==> config.mk <==
export PLATFORM = sky130hd
export DESIGN_NAME = fdwd_seq
export DESIGN_NICKNAME = d
export VERILOG_FILES = /design/src/hdl/fdwd_pkg.sv /design/src/hdl/fdwd_seq.sv
export SDC_FILE = /design/constraint.sdc
export NUM_CORES = 1
export LEC_CHECK = 0
export ABC_AREA = 1
export BUFFER_PORTS_ARGS = -buffer_cell sky130_fd_sc_hd__clkbuf_2
export CAP_MARGIN = 0
export CORE_MARGIN = 3
export CORE_UTILIZATION = 34
export DETAILED_ROUTE_END_ITERATION = 6
export HOLD_SLACK_MARGIN = 0.15
export PLACE_DENSITY = 0.57
export SLEW_MARGIN = 10
export SYNTH_ARGS = -nofsm -noshare
export SYNTH_HDL_FRONTEND = slang
export SYNTH_SLANG_ARGS = --single-unit
export TNS_END_PERCENT = 100
==> constraint.sdc <==
create_clock -name clk_i -period 4.3 [get_ports clk_i]
set_input_delay 0.645 -clock clk_i [delete_from_list [all_inputs] [get_ports clk_i]]
set_output_delay 0.645 -clock clk_i [all_outputs]
set_load 0.01 [all_outputs]
==> src/hdl/fdwd_pkg.sv <==
// ----------------------------------------------------------------------------
// fdwd_pkg: shared types and constants for the damped feedback delay
// Widths, register indexes, control word layout and the microcode ROM.
// ----------------------------------------------------------------------------
`default_nettype none

package fdwd_pkg;

  localparam int unsigned MAX_DELAY_DEF = 131072;
  localparam int unsigned CHANNELS_DEF  = 2;

  localparam int unsigned SAMPLE_W  = 16;
  localparam int unsigned DELAY_W   = 26;
  localparam int unsigned FRAC_W    = 8;
  localparam int unsigned GAIN_W    = 16;
  localparam int unsigned MIX_W     = 17;
  localparam int unsigned COEF_W    = 20;
  localparam int unsigned STATE_W   = 32;
  localparam int unsigned CFG_W     = 26;
  localparam int unsigned CFG_IDX_W = 3;

  // shared multiplier and accumulator
  localparam int unsigned MA_W   = 21;
  localparam int unsigned MB_W   = 17;
  localparam int unsigned PROD_W = MA_W + MB_W;
  localparam int unsigned ACC_W  = 40;

  localparam logic [GAIN_W-1:0]  GAIN_MAX   = 16'd62259;
  localparam logic [MIX_W-1:0]   MIX_ONE    = 17'd65536;
  localparam logic [DELAY_W-1:0] DELAY_RST  = 26'd3072000;
  localparam logic [GAIN_W-1:0]  GAIN_RST   = 16'd19661;
  localparam logic [MIX_W-1:0]   MIX_RST    = 17'd19661;

  localparam logic signed [ACC_W-1:0] S16_MAX = {{(ACC_W-16){1'b0}}, 16'h7fff};
  localparam logic signed [ACC_W-1:0] S16_MIN = {{(ACC_W-16){1'b1}}, 16'h8000};
  localparam logic signed [ACC_W-1:0] S32_MAX = {{(ACC_W-32){1'b0}}, 32'h7fff_ffff};
  localparam logic signed [ACC_W-1:0] S32_MIN = {{(ACC_W-32){1'b1}}, 32'h8000_0000};

  typedef enum logic [CFG_IDX_W-1:0] {
    REG_DELAY, REG_GAIN, REG_MIX, REG_B0, REG_B1, REG_B2, REG_A1, REG_A2
  } reg_idx_e;

  // multiplier operand A
  typedef enum logic [3:0] {
    MA_FRAC, MA_ONEMIX, MA_MIX, MA_GAIN, MA_B0, MA_B1, MA_B2, MA_A1, MA_A2
  } ma_e;

  // multiplier operand B
  typedef enum logic [1:0] {
    MB_DIFF, MB_DL, MB_Y, MB_X
  } mb_e;

  // accumulator base
  typedef enum logic [2:0] {
    AB_HOLD, AB_ZERO, AB_SELF, AB_V1, AB_S1, AB_S2
  } ab_e;

  // writeback target
  typedef enum logic [3:0] {
    WB_NONE, WB_V1, WB_V2, WB_DL, WB_RES, WB_RESX, WB_Y, WB_S1, WB_S2, WB_STORE
  } wb_e;

  typedef enum logic [1:0] {
    RD_NONE, RD_TAP1, RD_TAP2
  } rd_e;

  // sequencer branch condition
  typedef enum logic [2:0] {
    JC_NEXT, JC_WAIT_IN, JC_BYP, JC_WAIT_OUT, JC_JUMP
  } jc_e;

  localparam int unsigned STEP_W = 5;
  typedef logic [STEP_W-1:0] step_t;

  localparam step_t ST_IDLE   = 5'd0;
  localparam step_t ST_RD1    = 5'd1;
  localparam step_t ST_RD2    = 5'd2;
  localparam step_t ST_V2     = 5'd3;
  localparam step_t ST_INTERP = 5'd4;
  localparam step_t ST_ACC_DL = 5'd5;
  localparam step_t ST_DL     = 5'd6;
  localparam step_t ST_MIXA   = 5'd7;
  localparam step_t ST_MIXB   = 5'd8;
  localparam step_t ST_Y0     = 5'd9;
  localparam step_t ST_Y      = 5'd10;
  localparam step_t ST_FB1    = 5'd11;
  localparam step_t ST_S1A    = 5'd12;
  localparam step_t ST_S1     = 5'd13;
  localparam step_t ST_S2A    = 5'd14;
  localparam step_t ST_S2     = 5'd15;
  localparam step_t ST_STORE  = 5'd16;
  localparam step_t ST_OUT    = 5'd17;
  localparam step_t ST_BYP    = 5'd18;

  typedef struct packed {
    jc_e   cond;
    step_t target;
    rd_e   rd;
    ma_e   ma;
    mb_e   mb;
    ab_e   ab;
    logic  sub;
    wb_e   wb;
    logic  emit;
  } uc_t;

  // Program. Product is registered and lands in the step after its operands are selected;
  // a writeback reads the accumulator left by the previous step.
  function automatic uc_t uc_rom(input step_t s);
    uc_t w;
    w.cond   = JC_NEXT;
    w.target = ST_IDLE;
    w.rd     = RD_NONE;
    w.ma     = MA_FRAC;
    w.mb     = MB_DIFF;
    w.ab     = AB_HOLD;
    w.sub    = 1'b0;
    w.wb     = WB_NONE;
    w.emit   = 1'b0;
    unique case (s)
      ST_IDLE:   w.cond = JC_WAIT_IN;
      ST_RD1: begin
        w.rd = RD_TAP1; w.cond = JC_BYP; w.target = ST_BYP;
      end
      ST_RD2: begin
        w.rd = RD_TAP2; w.wb = WB_V1;
      end
      ST_V2:     w.wb = WB_V2;
      ST_INTERP: begin
        w.ma = MA_FRAC; w.mb = MB_DIFF;
      end
      ST_ACC_DL: w.ab = AB_V1;
      ST_DL: begin
        w.wb = WB_DL; w.ma = MA_ONEMIX; w.mb = MB_X;
      end
      ST_MIXA: begin
        w.ab = AB_ZERO; w.ma = MA_MIX; w.mb = MB_DL;
      end
      ST_MIXB: begin
        w.ab = AB_SELF; w.ma = MA_B0; w.mb = MB_DL;
      end
      ST_Y0: begin
        w.wb = WB_RES; w.ab = AB_S1; w.ma = MA_B1; w.mb = MB_DL;
      end
      ST_Y: begin
        w.wb = WB_Y; w.ab = AB_S2;
      end
      ST_FB1: begin
        w.ma = MA_A1; w.mb = MB_Y;
      end
      ST_S1A: begin
        w.ab = AB_SELF; w.sub = 1'b1; w.ma = MA_B2; w.mb = MB_DL;
      end
      ST_S1: begin
        w.wb = WB_S1; w.ab = AB_ZERO; w.ma = MA_A2; w.mb = MB_Y;
      end
      ST_S2A: begin
        w.ab = AB_SELF; w.sub = 1'b1; w.ma = MA_GAIN; w.mb = MB_Y;
      end
      ST_S2: begin
        w.wb = WB_S2; w.ab = AB_ZERO;
      end
      ST_STORE:  w.wb = WB_STORE;
      ST_OUT: begin
        w.emit = 1'b1; w.cond = JC_WAIT_OUT; w.target = ST_IDLE;
      end
      ST_BYP: begin
        w.wb = WB_RESX; w.cond = JC_JUMP; w.target = ST_OUT;
      end
      default: begin
        w.cond = JC_JUMP; w.target = ST_IDLE;
      end
    endcase
    return w;
  endfunction

  function automatic logic signed [SAMPLE_W-1:0] sat16(input logic signed [ACC_W-1:0] v);
    logic signed [ACC_W-1:0] c;
    if (v > S16_MAX) c = S16_MAX;
    else if (v < S16_MIN) c = S16_MIN;
    else c = v;
    return c[SAMPLE_W-1:0];
  endfunction

  function automatic logic signed [STATE_W-1:0] sat32(input logic signed [ACC_W-1:0] v);
    logic signed [ACC_W-1:0] c;
    if (v > S32_MAX) c = S32_MAX;
    else if (v < S32_MIN) c = S32_MIN;
    else c = v;
    return c[STATE_W-1:0];
  endfunction

endpackage

`default_nettype wire

==> src/hdl/fdwd_seq.sv <==
// ----------------------------------------------------------------------------
// fdwd_seq: microcode sequencer
// Step counter, control ROM and branch logic; drives the datapath word.
// ----------------------------------------------------------------------------
`default_nettype none

module fdwd_seq
  import fdwd_pkg::*;
(
  input  wire logic clk_i,
  input  wire logic rst_ni,
  input  wire logic start_i,     // input transaction taken
  input  wire logic byp_i,       // latched bypass for current item
  input  wire logic out_free_i,  // result register can load
  output uc_t       uc_o
);

  step_t step_q, step_d, step_inc;
  uc_t   uc;

  always_ff @(posedge clk_i or negedge rst_ni) begin
    if (!rst_ni) begin
      step_q <= ST_IDLE;
    end else begin
      step_q <= step_d;
    end
  end

  always_comb begin
    uc       = uc_rom(step_q);
    step_inc = step_q + STEP_W'(1);
    unique case (uc.cond)
      JC_NEXT:     step_d = step_inc;
      JC_WAIT_IN:  step_d = start_i ? step_inc : step_q;
      JC_BYP:      step_d = byp_i ? uc.target : step_inc;
      JC_WAIT_OUT: step_d = out_free_i ? uc.target : step_q;
      JC_JUMP:     step_d = uc.target;
      default:     step_d = ST_IDLE;
    endcase
  end

  assign uc_o = uc;

endmodule

`default_nettype wire

==> flow_summary_export.csv, run 1 <==
group,metric,value,unit
run_status,status,"completed",
yosys,synth_adder_area_share,7.04,%
timing,setup_violations,0,
die,die_height,57.1,um
pwr,vdd_ir_drop_max,0.358,mV
layout,top_regs,"step_q: 5 flops",
yosys,netlist_area,888,um2
route,num_vias,915,
yosys,synth_top_area_share,14.1,%
pwr,p_int,0.000319,W
clocking,clk_pin_slew,40,ps
die,num_rows,17,
layout,final_common_cell,"nor2_1",
route,postRouteWirelength,2170,um
layout,area_growth,17.5,%
place,dp_slack,2000,ps
timing,post-route-period-util,59.2,%
place,portBuffers,27,
yosys,synthSimpleGateAreaFrac,53.8,%
yosys,synth_xor_area_share,1.97,%
flow_run,drv_cap,0,
timing,clock.fmax,393,MHz
yosys,yosysWarnings,0,
clocking,clockBufferDepth,2,
critical_path,criticalPathCategory,"reg -> out",
yosys,ys_ff_latch,5,
pwr,sequentialPowerShare,12.4,%
critical_path,start_kind,"flop",
yosys,synthCells,141,
clocking,ctsHoldBuffers,0,
yosys,synthMuxAreaShare,0,%
layout,nets,179,
grt,grt_max_degree,15,
timing,clock-skew-final,1.73,ps
place,dpl.cell_count,192,
yosys,netlist_top_cells_area,"dfrtp_1 (14%), nor2_1 (13%), inv_1 (8.0%), nand3_1 (7.3%), ha_1 (7.0%)",
grt,grt_usage,14.8,%
yosys,syn-mean-instance-area,6.30,um2
pwr,comb_power_share,80.6,%
route,antenna_left,0,
critical_path,rrSetupSlack,2410,ps
clocking,tritoncts,"done",
min_path,worstHoldPathType,"in -> async",
yosys,yosysTopAreaCell,"dfrtp_1",
clocking,clock-sinks,5,
layout,n_antenna_cell,0,
route,first_pass_iters,4,
pwr,leakage,0.605,nW
place,place.detailed.hpwl,1860,um
critical_path,required,3650,ps
yosys,ys_seq_area_share,14.1,%
place,place_area,1020,um2
clocking,cts_inserted_buffers,3,
critical_path,r2r_start,"step_q[0]",
grt,overflow,0,
timing,whs,209,ps
timing,rsz0062_at_grt,"no",
route,wire_per_inst,11.1,um
layout,largest_register_ffs,5,
timing,drv_slew,0,
timing,postLayoutSetupSlackWorst,1760,ps
clocking,cts_setup_buffers,0,
layout,top_register,"step_q",
route,initialDrtViolationCount,28,
pwr,pwr_density_cell,727,nW/um2
critical_path,crit_arrival,1900,ps
critical_path,reg2reg_to,"step_q[4]",
yosys,yosys.cell_types.count,25,
clocking,cts_root_buf,"clkbuf_4",
timing,tns,0,ps
grt,grt_pass1_vias,897,
pwr,p_sw,0.000440,W
layout,fin_area,1040,um2
critical_path,end_kind,"output port",
yosys,synth_compound_area_share,7.18,%
route,vias_per_cell,4.67,
yosys,synth_top_family_by_area,"simple AND/OR/NAND/NOR gates",
place,finalWeightedCongestion,0.857,
layout,final_cells,196,
timing,finalHoldViolCount,0,
die,ios,30,
critical_path,cp-endpoint,"uc_o[24]",
layout,layout-drive-gt1-share,37.5,%
clocking,ctsHtreeMaxLevel,1,
critical_path,cp_max_fo,7,
grt,grt_pass1_wl,3970,um
timing,post-route-min-period,2540,ps
die,initial_core_util,38.0,%
route,drc_errors,0,
critical_path,rr_worst_depth,13,
pwr,power.share.clock,7.1,%
grt,antenna_found_initial,0,
layout,layout_common_cells,"nor2_1 (31), clkbuf_2 (27), inv_1 (19)",
clocking,clk-insertion-delay-late,240,ps
die,die_w,57.1,um
die,design.die.area,3260,um2
pwr,swShare,58.0,%
die,coreArea,2340,um2
clocking,cts_resized,0,
critical_path,crit_start,"step_q[0]",
worst min path at each step:
stage / slack [ps] / endpoint / cells past startpoint
after CTS: 200 / step_q[4] / 1
final: 210 / step_q[4] / 1
after global placement: 460 / step_q[0] / 1
after floorplan: 350 / step_q[0] / 0
after global routing: 190 / step_q[4] / 1
after detailed placement: 460 / step_q[0] / 1
cell type report:
| class | instances | area [um2] |
|---|---|---|
| inverter | 24 | 92.6 |
| sequential | 5 | 125 |
| timing repair buffer | 27 | 135 |
| multi-input combinational | 108 | 629 |
| fill | 258 | 1300 |
| tap | 28 | 35.0 |
| clock buffer | 4 | 26.3 |
synth_stat cells:
cell / n
a21oi_1: 2
a21oi_2: 2
a22oi_1: 1
buf_4: 3
buf_6: 2
conb_1: 1
dfrtp_1: 5
ha_1: 5
inv_1: 19
inv_2: 4
inv_4: 1
nand2_1: 16
nand2_2: 10
nand2_4: 4
nand3_1: 13
nand3_2: 2
nand4_1: 1
nor2_1: 31
nor2_2: 5
nor2_4: 5
nor3_1: 3
o211ai_1: 2
o21ai_0: 1
o221ai_1: 1
xor2_1: 2
cell families (layout without fill, tap and decap cells):
kind of cell,count (synthesis),in the layout
xor+xnor,2,2
buf+inv,29,55
simple gates,90,90
flops,5,5
compound gates,9,9
other cells,1,2
fa+ha+maj,5,5
per-stage QoR:
step	total power (W)	utilization (%)
after floorplan	0.000568	-
after global placement	0.000714	43.5
after detailed placement	0.000711	43.5
after CTS	0.000768	44.6
after global routing	0.000853	44.6
final	0.000758	44.6
critical path, cell delays in order, from the launching register on:
cell and delay (ps):
dfrtp_1 420, inv_1 150, ha_1 350, nand2_2 160, nor2_2 150, nor2_4 60, nand2_2 80, nor2_4 40
nand2_4 100, inv_1 40, clkbuf_2 120
per-layer routing:
metal	wire length [um]	track usage (%)	vias to the layer above	share of wire, %
met2	1030	25.6	27	47
met4	8	1.99	0	0.37
li1	-	-	488	-
met3	133	2.94	3	6.1
met1	1000	19.3	397	46
met5	0	0	-	0
power groups by stage:
stage                     combinational [W]  clock (W)  sequential [W]
final                              0.000611  0.0000536       0.0000938
after global routing               0.000692  0.0000643       0.0000974
after CTS                          0.000618  0.0000565       0.0000938
after detailed placement           0.000616          0       0.0000945
after global placement             0.000619          0       0.0000949
after floorplan                    0.000483          0       0.0000855
(Power assumes the default switching activity.)
==> run 2: changes to the inputs <==
--- a/config.mk
+++ b/config.mk
@@ -12,7 +12,7 @@
 export CORE_UTILIZATION = 34
 export DETAILED_ROUTE_END_ITERATION = 6
 export HOLD_SLACK_MARGIN = 0.15
-export PLACE_DENSITY = 0.57
+export PLACE_DENSITY = 0.59
 export SLEW_MARGIN = 10
 export SYNTH_ARGS = -nofsm -noshare
 export SYNTH_HDL_FRONTEND = slang
==> constraint.sdc (replaced) <==
create_clock -name clk_i -period 2.1 [get_ports clk_i]
set_input_delay 0.315 -clock clk_i [delete_from_list [all_inputs] [get_ports clk_i]]
set_output_delay 0.315 -clock clk_i [all_outputs]
set_load 0.01 [all_outputs]
==> flow_summary_export.csv, run 2 (synthesis results as in run 1) <==
group,metric,value,unit
route,initialDrtViolationCount,30,
clocking,cts_inserted_buffers,3,
grt,grtUsageMet3,1.81,%
die,design.die.area,3260,um2
critical_path,cp_cell_sequence,"buf_6 > ha_4 > o211ai_1 > nand2_2 > nor2_4 > nand2_4 > inv_2 > buf_6",
layout,final_common_cell,"nor2_1",
die,coreArea,2340,um2
layout,top_regs,"step_q: 5 flops",
grt,antenna_found_initial,0,
critical_path,worstSetupPathDepth,8,
timing,post-route-min-period,2020,ps
clocking,clockBufferDepth,2,
run_status,status,"completed",
grt,grt_pass1_vias,929,
critical_path,max_stage_delay,460,ps
die,initial_core_util,38.0,%
route,antenna_left,0,
layout,largest_register_ffs,5,
timing,post-route-period-util,96.0,%
layout,n_antenna_cell,0,
die,die_height,57.1,um
pwr,leakage,0.628,nW
min_path,worstHoldPathType,"in -> async",
route,postRouteWirelength,2380,um
grt,grt_usage,15.0,%
critical_path,crit_arrival,1700,ps
critical_path,critPathBufInv,3,
place,dp_slack,118,ps
layout,fillers,238,
place,portBuffers,27,
grt,grt_pass1_wl,4040,um
route,first_pass_iters,4,
layout,layout_common_cells,"nor2_1 (27), clkbuf_2 (26), inv_1 (16)",
critical_path,required,1780,ps
clocking,clock-sinks,5,
route,num_vias,966,
layout,top_register,"step_q",
timing,drv_slew,0,
die,num_rows,17,
layout,layout-drive-gt1-share,47.1,%
die,die_w,57.1,um
pwr,vdd_ir_drop_max,0.764,mV
critical_path,start_kind,"flop",
route,wire_per_inst,11.9,um
place,finalWeightedCongestion,0.853,
timing,finalHoldViolCount,0,
critical_path,rr_worst_depth,11,
critical_path,cp_max_fo,5,
critical_path,crit_path_top_delay_cell,"dfrtp_2",
grt,grt_max_degree,15,
critical_path,criticalPathCategory,"reg -> out",
critical_path,end_kind,"output port",
route,vias_per_cell,4.83,
flow_run,drv_cap,0,
timing,clock.fmax,496,MHz
clocking,tritoncts,"done",
timing,clock-skew-final,3.71,ps
clocking,clk_pin_slew,40,ps
layout,nets,183,
grt,overflow,0,
timing,setup_violations,0,
clocking,cts_root_buf,"clkbuf_4",
pwr,pwr_density_cell,1540,nW/um2
grt,grt_util_met1,19.7,%
layout,area_growth,32.4,%
timing,rsz0062_at_grt,"no",
clocking,ctsHtreeMaxLevel,1,
die,ios,30,
grt,grt-busiest-layer,"met2",
route,drc_errors,0,
grt,gr-usage-met2,25.8,%
clocking,clk-insertion-delay-late,230,ps
timing,postLayoutSetupSlackWorst,84.7,ps
critical_path,path_delay_family,"flip-flops",
critical_path,cpMostUsedCell,"buf_6",
place,place.detailed.hpwl,1920,um
timing,tns,0,ps
==> run 2: final timing paths <==
kind	slack, ps	start	endpoint
hold / removal	430	rst_ni	step_q[1]
setup reg to reg	260	step_q[0]	step_q[0]
hold reg to reg	700	step_q[1]	step_q[1]
setup / recovery	80	step_q[0]	uc_o[24]
max in group asynchronous	1520	rst_ni	step_q[0]
min in group clk_i	440	byp_i	step_q[2]
==> run 2: repair_timing <==
| item | 4_1_cts | 5_1_grt |
|---|---|---|
| hold endpoints to repair | 5 | 0 |
| buffers inserted | 1 | 1 |
| hold buffers | 1 | 0 |
| setup endpoints to repair | 1 | 9 |
| gates resized for setup | 5 | 22 |
| pin swaps | 0 | 5 |
==> run 2: metrics by stage <==
step	hold slack, ps	total power (W)	util [%]	cell area, um2	instances
after global placement	134	0.00146	43.8	1020	193
final	433	0.00181	50.3	1180	200
after detailed placement	141	0.00147	43.8	1020	193
after CTS	436	0.00164	46.6	1090	199
after global routing	457	0.00200	50.3	1180	200
after floorplan	19.4	0.00116	-	892	142
==> run 2: layout make-up <==
cell class | instances | area (um2) | area share (%)
well taps | 28 | 35.0 | 2.98
flip-flops and latches | 5 | 128 | 10.9
multi-input cells | 108 | 714 | 60.7
inverters | 24 | 95.1 | 8.09
clock buffers | 4 | 26.3 | 2.23
repair buffers | 31 | 178 | 15.1
==> run 2: where the power goes <==
group / internal [W] / leakage, nW / switching, W / total (W)
combinational: 0.000589 / 0.551 / 0.000911 / 0.00150
clock: 0.0000716 / 0.0150 / 0.0000358 / 0.000107
sequential: 0.000142 / 0.0619 / 0.0000635 / 0.000206
==> run 2: per-layer routing <==
layer  part of all wire, %  routed length (um)
met1                    44                1050
met2                    51                1200
met3                   5.1                 120
met4                     0                   0
met5                     0                   0
